**src/sv/ddm_pkg.sv**
```systemverilog
package ddm_pkg;

	// Full-scale axis magnitude; larger magnitudes saturate to it.
	localparam int AXIS_FULL_SCALE = 512;
	localparam int AXIS_SHIFT      = $clog2(AXIS_FULL_SCALE);

	localparam int AXIS_W  = 11;
	localparam int MAG_W   = AXIS_SHIFT + 1;
	localparam int DUTY_W  = 8;
	localparam int GAIN_W  = 10;
	localparam int GAIN_FRAC = 8;
	localparam int LINES_W = 4;

	localparam int MUL_W  = (MAG_W > GAIN_W) ? MAG_W : GAIN_W;
	localparam int PROD_W = 2 * MUL_W;

	localparam int ADDR_W = 4;
	localparam int DATA_W = 32;

	localparam logic [DUTY_W-1:0]  DUTY_MAX   = '1;
	localparam logic [DUTY_W-1:0]  MIN_SPEED_RESET = '0;
	localparam logic [GAIN_W-1:0]  GAIN_RESET = GAIN_W'(256);

	localparam logic [LINES_W-1:0] LINES_BRAKE       = 4'h0;
	localparam logic [LINES_W-1:0] LINES_FORWARD     = 4'hA;
	localparam logic [LINES_W-1:0] LINES_BACKWARD    = 4'h5;
	localparam logic [LINES_W-1:0] LINES_PIVOT_RIGHT = 4'h6;
	localparam logic [LINES_W-1:0] LINES_PIVOT_LEFT  = 4'h9;

	typedef enum logic [1:0] {
		REG_MIN_SPEED  = 2'd0,
		REG_LEFT_GAIN  = 2'd1,
		REG_RIGHT_GAIN = 2'd2
	} reg_idx_t;

	typedef struct packed {
		logic [DUTY_W-1:0] min_speed;
		logic [GAIN_W-1:0] left_gain;
		logic [GAIN_W-1:0] right_gain;
	} cfg_t;

	// Absolute value of a signed axis reading, saturated to full scale.
	function automatic logic [MAG_W-1:0] axis_mag(input logic signed [AXIS_W-1:0] v);
		logic [AXIS_W-1:0] a;
		begin
			a = v[AXIS_W-1] ? AXIS_W'(-v) : AXIS_W'(v);
			if (a > AXIS_W'(AXIS_FULL_SCALE)) begin
				return MAG_W'(AXIS_FULL_SCALE);
			end
			return MAG_W'(a);
		end
	endfunction

endpackage

```
**src/sv/ddm_cmd_if.sv**
```systemverilog
interface ddm_cmd_if;
	import ddm_pkg::*;

	logic                     valid;
	logic                     ready;
	logic                     command;
	logic signed [AXIS_W-1:0] first_axis;
	logic signed [AXIS_W-1:0] second_axis;
	logic                     curve_enable;

	modport source (output valid, command, first_axis, second_axis, curve_enable,
		input ready);
	modport sink (input valid, command, first_axis, second_axis, curve_enable,
		output ready);
endinterface

```
**src/sv/ddm_res_if.sv**
```systemverilog
interface ddm_res_if;
	import ddm_pkg::*;

	logic               valid;
	logic               ready;
	logic [DUTY_W-1:0]  left_duty;
	logic [DUTY_W-1:0]  right_duty;
	logic [LINES_W-1:0] bridge_lines;
	logic               braked;

	modport source (output valid, left_duty, right_duty, bridge_lines, braked,
		input ready);
	modport sink (input valid, left_duty, right_duty, bridge_lines, braked,
		output ready);
endinterface

```
**src/sv/ddm_apb_regs.sv**
```systemverilog
module ddm_apb_regs (
	input  logic                       clk,
	input  logic                       arst_n,
	input  logic                       psel,
	input  logic                       penable,
	input  logic                       pwrite,
	input  logic [ddm_pkg::ADDR_W-1:0] paddr,
	input  logic [ddm_pkg::DATA_W-1:0] pwdata,
	output logic [ddm_pkg::DATA_W-1:0] prdata,
	output logic                       pready,
	output ddm_pkg::cfg_t              cfg
);
	import ddm_pkg::*;

	cfg_t     cfg_q;
	reg_idx_t idx;
	logic     wr_en;

	assign idx    = reg_idx_t'(paddr[ADDR_W-1:2]);
	assign wr_en  = psel && penable && pwrite;
	assign pready = 1'b1;
	assign cfg    = cfg_q;

	always_ff @(posedge clk or negedge arst_n) begin
		if (!arst_n) begin
			cfg_q.min_speed  <= MIN_SPEED_RESET;
			cfg_q.left_gain  <= GAIN_RESET;
			cfg_q.right_gain <= GAIN_RESET;
		end else if (wr_en) begin
			unique case (idx)
				REG_MIN_SPEED:  cfg_q.min_speed  <= pwdata[DUTY_W-1:0];
				REG_LEFT_GAIN:  cfg_q.left_gain  <= pwdata[GAIN_W-1:0];
				REG_RIGHT_GAIN: cfg_q.right_gain <= pwdata[GAIN_W-1:0];
				default: ;
			endcase
		end
	end

	always_comb begin
		unique case (idx)
			REG_MIN_SPEED:  prdata = DATA_W'(cfg_q.min_speed);
			REG_LEFT_GAIN:  prdata = DATA_W'(cfg_q.left_gain);
			REG_RIGHT_GAIN: prdata = DATA_W'(cfg_q.right_gain);
			default:        prdata = '0;
		endcase
	end
endmodule

```
**src/sv/differential_drive_mixer_core.sv**
```systemverilog
// Channel  Dir  Handshake      Request contents
// cmd      in   valid / ready  command, first_axis, second_axis, curve_enable
// res      out  valid / ready  left_duty, right_duty, bridge_lines, braked
// apb      in   psel/penable   min_speed, left_gain, right_gain at 0x0, 0x4, 0x8
//
// A curved arcade mix runs S_CURVE_A, S_CURVE_B, S_MAP_A, S_REDUCE, S_SCALE_L,
// S_SCALE_R and S_DONE; an uncurved one starts at S_MAP_A, a pivot uses S_MAP_B for
// S_REDUCE, and a brake leaves S_MAP_A for S_DONE. The result turns valid at handover
// from S_DONE; S_IDLE takes the next request. One shared multiplier does each product.
// cmd.ready is high only while the sequencer is idle; a finished result sits in
// the output register, so a new request is taken while res is stalled. If the output
// register is still full when the next result is done, the sequencer waits for it.
// Reset clears the sequencer, the output valid and the bridge state to all low.
module differential_drive_mixer_core (
	input  logic                       clk,
	input  logic                       arst_n,
	ddm_cmd_if.sink                    cmd,
	ddm_res_if.source                  res,
	input  logic                       psel,
	input  logic                       penable,
	input  logic                       pwrite,
	input  logic [ddm_pkg::ADDR_W-1:0] paddr,
	input  logic [ddm_pkg::DATA_W-1:0] pwdata,
	output logic [ddm_pkg::DATA_W-1:0] prdata,
	output logic                       pready
);
	import ddm_pkg::*;

	// The sequencer walks through one multiply per state. Pivot requests skip
	// the curve and the steering reduction and map the second axis instead.
	typedef enum logic [3:0] {
		S_IDLE,
		S_CURVE_A,
		S_CURVE_B,
		S_MAP_A,
		S_MAP_B,
		S_REDUCE,
		S_SCALE_L,
		S_SCALE_R,
		S_DONE
	} state_t;

	cfg_t cfg;

	ddm_apb_regs u_regs (
		.clk     (clk),
		.arst_n  (arst_n),
		.psel    (psel),
		.penable (penable),
		.pwrite  (pwrite),
		.paddr   (paddr),
		.pwdata  (pwdata),
		.prdata  (prdata),
		.pready  (pready),
		.cfg     (cfg)
	);

	state_t             state_q;
	logic               pivot_q;
	logic [MAG_W-1:0]   mag_a_q;
	logic [MAG_W-1:0]   mag_b_q;
	logic               neg_a_q;
	logic               neg_b_q;
	logic [DUTY_W-1:0]  spd_a_q;
	logic [DUTY_W-1:0]  spd_b_q;
	logic [DUTY_W-1:0]  left_q;
	logic [DUTY_W-1:0]  right_q;
	logic               brk_q;
	logic [LINES_W-1:0] bridge_q;

	logic               res_valid_q;
	logic [DUTY_W-1:0]  res_left_q;
	logic [DUTY_W-1:0]  res_right_q;
	logic [LINES_W-1:0] res_lines_q;
	logic               res_brk_q;

	logic                   accept;
	logic                   handover;
	logic                   b_pos;
	logic                   swap;
	logic                   brake_now;
	logic [DUTY_W-1:0]      speed_l;
	logic [DUTY_W-1:0]      speed_r;
	logic [MUL_W-1:0]       op_a;
	logic [MUL_W-1:0]       op_b;
	logic [PROD_W-1:0]      prod;
	logic [PROD_W-AXIS_SHIFT-1:0] prod_sh;
	logic [PROD_W-GAIN_FRAC-1:0]  prod_gain;
	logic [DUTY_W:0]        map_sum;
	logic [DUTY_W-1:0]      map_val;
	logic [DUTY_W-1:0]      reduce_val;
	logic [DUTY_W-1:0]      clamp_val;

	assign accept    = cmd.valid && cmd.ready;
	assign cmd.ready = (state_q == S_IDLE);

	// Hand over only when the output register is free or being read.
	assign handover = (state_q == S_DONE) && (!res_valid_q || res.ready);

	// Steering to the right lowers the right wheel; zero steering counts as a
	// left turn, which leaves both wheels at the mapped speed anyway.
	assign b_pos   = !neg_b_q && (mag_b_q != '0);
	assign swap    = !pivot_q && !b_pos;
	assign speed_l = swap ? spd_b_q : spd_a_q;
	assign speed_r = swap ? spd_a_q : spd_b_q;

	// An arcade request brakes on zero throttle after the curve; a pivot
	// request brakes only when both throttles are zero.
	assign brake_now = (mag_a_q == '0) && (!pivot_q || (mag_b_q == '0));

	// Operand selection for the shared multiplier.
	always_comb begin
		op_a = '0;
		op_b = '0;
		unique case (state_q)
			S_CURVE_A: begin
				op_a = MUL_W'(mag_a_q);
				op_b = MUL_W'(mag_a_q);
			end
			S_CURVE_B: begin
				op_a = MUL_W'(mag_b_q);
				op_b = MUL_W'(mag_b_q);
			end
			S_MAP_A: begin
				op_a = MUL_W'(mag_a_q);
				op_b = MUL_W'(DUTY_MAX - cfg.min_speed);
			end
			S_MAP_B: begin
				op_a = MUL_W'(mag_b_q);
				op_b = MUL_W'(DUTY_MAX - cfg.min_speed);
			end
			S_REDUCE: begin
				op_a = MUL_W'(mag_b_q);
				op_b = MUL_W'(spd_a_q - cfg.min_speed);
			end
			S_SCALE_L: begin
				op_a = MUL_W'(speed_l);
				op_b = MUL_W'(cfg.left_gain);
			end
			S_SCALE_R: begin
				op_a = MUL_W'(speed_r);
				op_b = MUL_W'(cfg.right_gain);
			end
			default: ;
		endcase
	end

	assign prod      = op_a * op_b;
	assign prod_sh   = prod[PROD_W-1:AXIS_SHIFT];
	assign prod_gain = prod[PROD_W-1:GAIN_FRAC];

	// The mapped speed never exceeds full duty, so the carry is always clear.
	assign map_sum    = {1'b0, prod_sh[DUTY_W-1:0]} + {1'b0, cfg.min_speed};
	assign map_val    = map_sum[DUTY_W-1:0];
	assign reduce_val = spd_a_q - prod_sh[DUTY_W-1:0];

	// Gain-scaled speed, raised to min_speed and then capped at full duty.
	always_comb begin
		priority if (prod_gain < (PROD_W-GAIN_FRAC)'(cfg.min_speed)) begin
			clamp_val = cfg.min_speed;
		end else if (prod_gain > (PROD_W-GAIN_FRAC)'(DUTY_MAX)) begin
			clamp_val = DUTY_MAX;
		end else begin
			clamp_val = prod_gain[DUTY_W-1:0];
		end
	end

	always_ff @(posedge clk or negedge arst_n) begin
		if (!arst_n) begin
			state_q     <= S_IDLE;
			pivot_q     <= 1'b0;
			mag_a_q     <= '0;
			mag_b_q     <= '0;
			neg_a_q     <= 1'b0;
			neg_b_q     <= 1'b0;
			spd_a_q     <= '0;
			spd_b_q     <= '0;
			left_q      <= '0;
			right_q     <= '0;
			brk_q       <= 1'b0;
			bridge_q    <= LINES_BRAKE;
			res_valid_q <= 1'b0;
			res_left_q  <= '0;
			res_right_q <= '0;
			res_lines_q <= LINES_BRAKE;
			res_brk_q   <= 1'b0;
		end else begin
			if (handover) begin
				res_valid_q <= 1'b1;
			end else if (res_valid_q && res.ready) begin
				res_valid_q <= 1'b0;
			end
			unique case (state_q)
				S_IDLE: begin
					if (accept) begin
						pivot_q <= cmd.command;
						mag_a_q <= axis_mag(cmd.first_axis);
						mag_b_q <= axis_mag(cmd.second_axis);
						neg_a_q <= cmd.first_axis[AXIS_W-1];
						neg_b_q <= cmd.second_axis[AXIS_W-1];
						brk_q   <= 1'b0;
						state_q <= (!cmd.command && cmd.curve_enable) ? S_CURVE_A : S_MAP_A;
					end
				end
				S_CURVE_A: begin
					mag_a_q <= prod_sh[MAG_W-1:0];
					state_q <= S_CURVE_B;
				end
				S_CURVE_B: begin
					mag_b_q <= prod_sh[MAG_W-1:0];
					state_q <= S_MAP_A;
				end
				S_MAP_A: begin
					if (brake_now) begin
						left_q   <= '0;
						right_q  <= '0;
						brk_q    <= 1'b1;
						bridge_q <= LINES_BRAKE;
						state_q  <= S_DONE;
					end else begin
						spd_a_q <= map_val;
						if (!pivot_q) begin
							bridge_q <= neg_a_q ? LINES_BACKWARD : LINES_FORWARD;
							state_q  <= S_REDUCE;
						end else begin
							// Opposite throttles spin in place; anything else keeps
							// the lines that were driven last.
							if (b_pos && neg_a_q && (mag_a_q != '0)) begin
								bridge_q <= LINES_PIVOT_RIGHT;
							end else if (neg_b_q && (mag_b_q != '0) && !neg_a_q
								&& (mag_a_q != '0)) begin
								bridge_q <= LINES_PIVOT_LEFT;
							end
							state_q <= S_MAP_B;
						end
					end
				end
				S_MAP_B: begin
					spd_b_q <= map_val;
					state_q <= S_SCALE_L;
				end
				S_REDUCE: begin
					spd_b_q <= reduce_val;
					state_q <= S_SCALE_L;
				end
				S_SCALE_L: begin
					left_q  <= clamp_val;
					state_q <= S_SCALE_R;
				end
				S_SCALE_R: begin
					right_q <= clamp_val;
					state_q <= S_DONE;
				end
				S_DONE: begin
					if (handover) begin
						res_left_q  <= left_q;
						res_right_q <= right_q;
						res_lines_q <= bridge_q;
						res_brk_q   <= brk_q;
						state_q     <= S_IDLE;
					end
				end
				default: state_q <= S_IDLE;
			endcase
		end
	end

	assign res.valid        = res_valid_q;
	assign res.left_duty    = res_left_q;
	assign res.right_duty   = res_right_q;
	assign res.bridge_lines = res_lines_q;
	assign res.braked       = res_brk_q;
endmodule

```
**src/flat_wrapper.sv**
```systemverilog
// flat-port wrapper written by rule: the top's interface ports become plain ports
module differential_drive_mixer_core_flat import ddm_pkg::*;
  (clk, arst_n, psel, penable, pwrite, paddr, pwdata, prdata, pready, cmd_valid, cmd_command, cmd_first_axis, cmd_second_axis, cmd_curve_enable, cmd_ready, res_valid, res_left_duty, res_right_duty, res_bridge_lines, res_braked, res_ready);
  ddm_cmd_if cmd_i ();
  ddm_res_if res_i ();
  input  logic clk;
  input  logic arst_n;
  input  logic psel;
  input  logic penable;
  input  logic pwrite;
  input  logic [ddm_pkg::ADDR_W-1:0] paddr;
  input  logic [ddm_pkg::DATA_W-1:0] pwdata;
  output logic [ddm_pkg::DATA_W-1:0] prdata;
  output logic pready;
  input wire logic [$bits(cmd_i.valid)-1:0] cmd_valid;
  input wire logic [$bits(cmd_i.command)-1:0] cmd_command;
  input wire logic [$bits(cmd_i.first_axis)-1:0] cmd_first_axis;
  input wire logic [$bits(cmd_i.second_axis)-1:0] cmd_second_axis;
  input wire logic [$bits(cmd_i.curve_enable)-1:0] cmd_curve_enable;
  output wire logic [$bits(cmd_i.ready)-1:0] cmd_ready;
  output wire logic [$bits(res_i.valid)-1:0] res_valid;
  output wire logic [$bits(res_i.left_duty)-1:0] res_left_duty;
  output wire logic [$bits(res_i.right_duty)-1:0] res_right_duty;
  output wire logic [$bits(res_i.bridge_lines)-1:0] res_bridge_lines;
  output wire logic [$bits(res_i.braked)-1:0] res_braked;
  input wire logic [$bits(res_i.ready)-1:0] res_ready;
  assign cmd_i.valid = cmd_valid;
  assign cmd_i.command = cmd_command;
  assign cmd_i.first_axis = cmd_first_axis;
  assign cmd_i.second_axis = cmd_second_axis;
  assign cmd_i.curve_enable = cmd_curve_enable;
  assign cmd_ready = cmd_i.ready;
  assign res_valid = res_i.valid;
  assign res_left_duty = res_i.left_duty;
  assign res_right_duty = res_i.right_duty;
  assign res_bridge_lines = res_i.bridge_lines;
  assign res_braked = res_i.braked;
  assign res_i.ready = res_ready;
  differential_drive_mixer_core u_core (.clk(clk), .arst_n(arst_n), .cmd(cmd_i), .res(res_i), .psel(psel), .penable(penable), .pwrite(pwrite), .paddr(paddr), .pwdata(pwdata), .prdata(prdata), .pready(pready));
endmodule
```
**config.mk**
```make
export PLATFORM = sky130hd
export DESIGN_NAME = differential_drive_mixer_core_flat
export DESIGN_NICKNAME = d
export VERILOG_FILES = /design/src/sv/ddm_pkg.sv /design/src/sv/ddm_cmd_if.sv /design/src/sv/ddm_res_if.sv /design/src/sv/ddm_apb_regs.sv /design/src/sv/differential_drive_mixer_core.sv /design/src/flat_wrapper.sv
export SDC_FILE = /design/constraint.sdc
export NUM_CORES = 1
export LEC_CHECK = 0
export BUFFER_PORTS_ARGS = -buffer_cell sky130_fd_sc_hd__buf_2
export CORE_ASPECT_RATIO = 1.2
export CORE_MARGIN = 1.5
export CORE_UTILIZATION = 55
export CTS_CLUSTER_SIZE = 24
export DETAILED_ROUTE_END_ITERATION = 6
export PLACE_DENSITY = 0.81
export SETUP_SLACK_MARGIN = 0.02
export SLEW_MARGIN = 15
export SYNTH_ARGS = -nofsm -noshare
export SYNTH_HDL_FRONTEND = slang
export SYNTH_HIERARCHICAL = 1
export SYNTH_SLANG_ARGS = --single-unit
```
**constraint.sdc**
```tcl
create_clock -name clk -period 10.4 [get_ports clk]
set_input_delay 1.04 -clock clk [delete_from_list [all_inputs] [get_ports clk]]
set_output_delay 1.04 -clock clk [all_outputs]
set_load 0.05 [all_outputs]
```
==> results of run 1 <==
stage by stage:
step	hold WS [ps]	utilization, %	std cells	setup WS (ps)	instance area, um2
global placement	463	60.2	1477	837	11500
CTS	483	63.4	1509	664	12100
finish	481	63.4	1509	426	12100
detailed placement	470	60.2	1477	727	11500
global route	516	63.4	1509	32.0	12100
floorplan	445	-	1178	1540	10900
state kept, by name (all words and copies together) (netlist names), 4 cells and up:
register / count
u_core/state_q: 4
u_core/mag_b_q: 10
u_core/bridge_q: 4
u_core/res.bridge_lines: 4
u_core/left_q: 8
u_core/u_regs/cfg: 28
u_core/right_q: 8
u_core/res.left_duty: 8
u_core/mag_a_q: 10
u_core/spd_a_q: 8
u_core/res.right_duty: 8
u_core/spd_b_q: 8
layout by cell type, fill, tap and decap left out, types with 10 or more instances in the layout:
master       n
a21o_1      19
a21oi_1     52
a221oi_1    14
a22o_1      18
buf_2       74
buf_4       35
clkbuf_16   17
conb_1      23
dfrtp_1    112
fa_1        64
ha_1        85
inv_1       98
mux2_2      50
mux2_4      10
mux2i_1     22
nand2_1    100
nand2b_1    19
nand3_1     16
nor2_1      97
nor2b_1     17
nor3_1      16
o21ai_0     65
or2_2       15
xnor2_1     23
xor2_1      14
cell families after synthesis:
group	Yosys count	share of synthesized area [%]
other	2	0.0696
buffers and inverters	166	6.83
multiplexers	82	8.65
adder cells (fa/ha/maj)	149	21.7
AND/OR/NAND/NOR	341	15.8
XOR/XNOR	37	3.00
flip-flops	114	26.4
AO/OA/AOI/OAI	266	17.5
worst paths after layout:
| check | startpoint | endpoint | slack, ps | cells after the start |
|---|---|---|---|---|
| min reg2reg | u_core/spd_b_q[3]$_DFFE_PN0P_ | u_core/spd_b_q[3]$_DFFE_PN0P_ | 480 | 2 |
| max | u_core/mag_b_q[7]$_DFFE_PN0P_ | u_core/spd_b_q[7]$_DFFE_PN0P_ | 430 | 32 |
| min | u_core/spd_b_q[3]$_DFFE_PN0P_ | u_core/spd_b_q[3]$_DFFE_PN0P_ | 480 | 2 |
| max reg2reg | u_core/mag_b_q[7]$_DFFE_PN0P_ | u_core/spd_b_q[7]$_DFFE_PN0P_ | 430 | 32 |
| max in group asynchronous | arst_n | u_core/u_regs/cfg[19]$_DFFE_PN0P_ | 8460 | 2 |
| min in group asynchronous | arst_n | u_core/res.right_duty[0]$_DFFE_PN0P_ | 570 | 1 |
worst max-delay path, delay by kind of cell (launching register included):
kind / cells / cell delay (ps)
mux: 1 / 460
fa+ha+maj: 7 / 2890
xor+xnor: 1 / 170
compound gates: 12 / 3530
buf+inv: 5 / 440
simple gates: 6 / 2010
flops: 1 / 420
layer usage:
layer	part of all wire [%]	vias up
li1	-	4220
met1	39	4550
met2	48	411
met3	6.7	119
met4	6.1	0
met5	0	-
layout make-up:
class	instances	area, um2
Sequential cell	114	2860
Fill cell	1547	6980
Inverter	100	375
Clock buffer	17	425
Clock inverter	15	170
Timing Repair Buffer	109	633
Tap cell	256	320
Multi-Input combinational cell	898	7300
==> qor.csv, run 1 <==
metric;value;unit
io_buffers;75;
max_slew.worst_pin.slew;1250;ps
ctsResizeCount;0;
grt_pass1_wl;47000;um
layout_worst_path_cycle_share;95.9;%
grt_pass1_vias;9203;
yosysWarningCount;6;
setup_viol;0;
path_class;reg -> reg;
synth-edff-count;0;
synth.area.top_cells;dfrtp_1, fa_1, ha_1, mux2_2, nand2_1;
worstSetupEndpointType;register;
cts_sinks;114;
cts_setup_buffers;0;
synth.most_common_cell;dfrtp_1;
netlist_area;0.0108;mm2
die_x;131;um
rsz0062_at_grt;false;
slowest_delay;1070;ps
grt_max_degree;79;
synth_top_area_share;26.0;%
drive_above_1_share;19.0;%
critPathMaxFanout;8;
final_max_slew_viol_count;0;
synth_flop_cell;dfrtp_1;
crit_arrival;10330;ps
grt_overflow;0;
numCtsBuffers;17;
initial_core_util;56.6;%
cts_tree;built;
seq_area_frac_synth;26.4;%
wl_per_cell;19.1;um
syn_inst;1157;
critical_path_required;10760;ps
min_path_type;reg -> reg;
yosysTopAreaCell;dfrtp_1;
gr-usage-met3;4.38;%
routed_wl;28900;um
grt.total_usage;29.9;%
busiest_layer;met2;
insertedDiodeCount;0;
ctsHoldBuffers;0;
hpwlAfterDp;22200;um
finalSetupTns;0;ps
clk_transition_reported_paths;60;ps
cts_buffer_depth;2;
fin_nets;1456;
cp_slowest_cell;a221oi_1;
fin_skew;9.18;ps
start_kind;register;
antenna_found_initial;0;
gp_congestion;1.03;
coreArea;0.0191;mm2
clock_latency;420;ps
cts_root_buf;clkbuf_16;
grt_use_met1;37.9;%
h-tree-depth;4;
status;complete, no violations;
slew_headroom;16.6;%
synth_seq_cells;114;
hold_viol_final;0;
use_met2;48.6;%
ant_nets;0;
postSynthAreaPerCell;9.33;um2
fp.dieH;156;um
min_period;9970;ps
vias;9300;
syn_to_final_growth;11.9;%
drc;0;
io_pins;123;
synth-async-reset-ratio;100;%
ys_types;90;
drt_iter0_markers;771;
ys_top_cells_by_count;dfrtp_1, nand2_1, inv_1, nor2_1, ha_1;
viasPerCell;6.16;
fp-row-count;55;
dr.pass1.iters;7;
dieArea;0.0205;mm2
maxCapViolations;0;
max_freq;0.100;GHz
Power of run 1 is left out: the tool's default activity adds up to more than one toggle a clock period on the data nets, which glitch-free logic cannot reach.
==> inputs of run 2 (changes only) <==
--- a/config.mk
+++ b/config.mk
@@ -6,7 +6,6 @@
 export NUM_CORES = 1
 export LEC_CHECK = 0
 export BUFFER_PORTS_ARGS = -buffer_cell sky130_fd_sc_hd__buf_2
-export CORE_ASPECT_RATIO = 1.2
 export CORE_MARGIN = 1.5
 export CORE_UTILIZATION = 55
 export CTS_CLUSTER_SIZE = 24
==> run 2 against run 1 <==
  * Core utilization decreased by 0.68 points
  * Global-route usage down 0.23 points
  * Count of clock-buffer cells in the layout rose by 2
  * Die area is essentially flat
  * Fmax rose by 2.2%
  * Sequential share of layout area is 0.081 points lower
  * Critical path type unchanged
  * Largest cell class unchanged
==> qor.csv, run 2 (synthesized netlist as in run 1, its figures left out) <==
metric;value;unit;change
numCtsBuffers;17;;unchanged
ctsResizeCount;0;;unchanged
cts_tree;built;;unchanged
post_dp_cell_area;0.0115;mm2;about the same
worst_slack;640;ps;was 426 ps
worstSetupEndpointType;register;;unchanged
final_area;0.0121;mm2;about the same
drt_iter0_markers;857;;was 771
grt_pass1_vias;9126;;was 9,203
crit_arrival;10060;ps;was 10,330 ps
clk_transition_reported_paths;60;ps;about the same
ant_nets;0;;unchanged
initial_core_util;55.8;%;was 56.6%
ctsHoldBuffers;0;;unchanged
route.met2.wl;13700;um;was 13,800 um
grt_pass1_wl;46500;um;was 47,000 um
drc;0;;unchanged
wl_met3;2050;um;was 1930 um
final_common_cell;dfrtp_1;;unchanged
hold_path_end;u_core/bridge_q[3]$_DFFE_PN0P_;;was u_core/spd_b_q[3]$_DFFE_PN0P_
gp_congestion;1.01;;was 1.03
max_slew.worst_pin.slew;1080;ps;was 1250 ps
rsz0062_at_grt;false;;unchanged
fin_nets;1457;;was 1,456
hold_viol_final;0;;unchanged
critPathMaxFanout;8;;unchanged
multi_input_area;0.00730;mm2;unchanged
min_period;9760;ps;was 9970 ps
fp-row-count;51;;was 55
grt.total_usage;29.6;%;was 29.9%
layout_common_cells;dfrtp_1, nand2_1, inv_1;;unchanged
wl_per_cell;19.1;um;about the same
fin_skew;8.27;ps;was 9.18 ps
routed.top_layer;met4;;unchanged
die_x;143;um;was 131 um
dieArea;0.0205;mm2;about the same
io_pins;123;;unchanged
critical_path_required;10700;ps;was 10,760 ps
routed_wl;28900;um;about the same
grt_overflow;0;;unchanged
cts_root_buf;clkbuf_16;;unchanged
cts_buffer_depth;2;;unchanged
cp_slowest_cell;dfrtp_1;;was a221oi_1
maxCapViolations;0;;unchanged
insertedDiodeCount;0;;unchanged
hpwlAfterDp;22200;um;about the same
layout_worst_path_cycle_share;93.9;%;was 95.9%
slew_headroom;28.1;%;was 16.6%
largest_register_ffs;28;;unchanged
setup_viol;0;;unchanged
fillCellCount;1586;;was 1,547
viasPerCell;6.07;;was 6.16
final_max_slew_viol_count;0;;unchanged
path_class;reg -> reg;;unchanged
pre_cts_slack;899;ps;was 727 ps
min_path_type;reg -> reg;;unchanged
fp.dieH;143;um;was 156 um
status;complete, no violations;;unchanged
start_kind;register;;unchanged
drt-met1-wl;11800;um;was 11,400 um
reg2reg_slack;640;ps;was 430 ps
io_buffers;75;;unchanged
max_freq;0.102;GHz;was 0.100 GHz
syn_to_final_growth;12.3;%;was 11.9%
vias;9223;;was 9,300
cts_setup_buffers;0;;unchanged
ff2ff_path_depth;40;;was 32
crit_top_cell;inv_1;;
finalSetupTns;0;ps;unchanged
slowest_delay;550;ps;was 1070 ps
reg2reg_to;u_core/left_q[6]$_DFFE_PN0P_;;was u_core/spd_b_q[7]$_DFFE_PN0P_
whs_path_depth;1;;was 2
rr_startpoint;u_core/u_regs/cfg[21]$_DFFE_PN0P_;;was u_core/mag_b_q[7]$_DFFE_PN0P_
antenna_found_initial;0;;unchanged
h-tree-depth;4;;unchanged
seq_area;0.00286;mm2;unchanged
hp-start;u_core/bridge_q[3]$_DFFE_PN0P_;;was u_core/spd_b_q[3]$_DFFE_PN0P_
clock_latency;420;ps;about the same
coreArea;0.0193;mm2;was 0.0191 mm2
dr.pass1.iters;6;;was 7
cts_sinks;114;;unchanged
drive_above_1_share;19.0;%;about the same
grt_max_degree;74;;was 79
==> run 2: changes by cell type in the layout (fill, tap and decap cells not counted) <==
cell | previous run | this run
clkinv_2 | 1 | 0
clkbuf_8 | 0 | 1
clkinvlp_4 | 2 | 4
clkbuf_1 | 0 | 1
buf_4 | 35 | 36
inv_6 | 7 | 3
bufinv_16 | 2 | 3
==> run 2: per-stage QoR <==
step	util (%)	cells	hold slack, ps
finish	62.7	1519	484
global placement	59.5	1487	462
floorplan	-	1178	445
detailed placement	59.5	1487	472
global route	62.7	1519	496
CTS	62.7	1519	486
==> run 2: area by class of cell <==
type / instances / area share [%]
clock buffer: 19 / 3.65
clock inverter: 13 / 1.45
inverter: 100 / 3.10
multi-input combinational: 898 / 60.2
sequential: 114 / 23.6
tap: 265 / 2.74
timing repair buffer: 110 / 5.28
==> run 2: worst max-delay path by stage <==
stage | startpoint | to | slack [ps] | cells after the start
after floorplan | u_core/state_q[2]$_DFFE_PN0P_ | u_core/spd_b_q[7]$_DFFE_PN0P_ | 1540 | 34
final | u_core/u_regs/cfg[21]$_DFFE_PN0P_ | u_core/left_q[6]$_DFFE_PN0P_ | 640 | 40
after detailed placement | u_core/u_regs/cfg[21]$_DFFE_PN0P_ | u_core/left_q[6]$_DFFE_PN0P_ | 900 | 36
after CTS | u_core/u_regs/cfg[21]$_DFFE_PN0P_ | u_core/left_q[6]$_DFFE_PN0P_ | 790 | 36
after global placement | u_core/u_regs/cfg[21]$_DFFE_PN0P_ | u_core/right_q[6]$_DFFE_PN0P_ | 1020 | 36
after global routing | u_core/u_regs/cfg[21]$_DFFE_PN0P_ | u_core/left_q[6]$_DFFE_PN0P_ | 230 | 40
==> run 2: worst max-delay path: cells and delay by family (launching register included) <==
| kind | cells | cell delay [ps] |
|---|---|---|
| fa+ha+maj | 8 | 3160 |
| compound gates | 14 | 2910 |
| flops | 1 | 550 |
| buf+inv | 8 | 830 |
| xor+xnor | 1 | 240 |
| simple gates | 9 | 1940 |
==> run 2: layer usage <==
| layer | vias to the layer above | global-route usage (%) |
|---|---|---|
| li1 | 4222 | - |
| met1 | 4468 | 38.8 |
| met2 | 433 | 47.7 |
| met3 | 100 | 4.02 |
| met4 | 0 | 15.8 |
| met5 | - | 0 |
Power of run 2 is left out for the same reason.
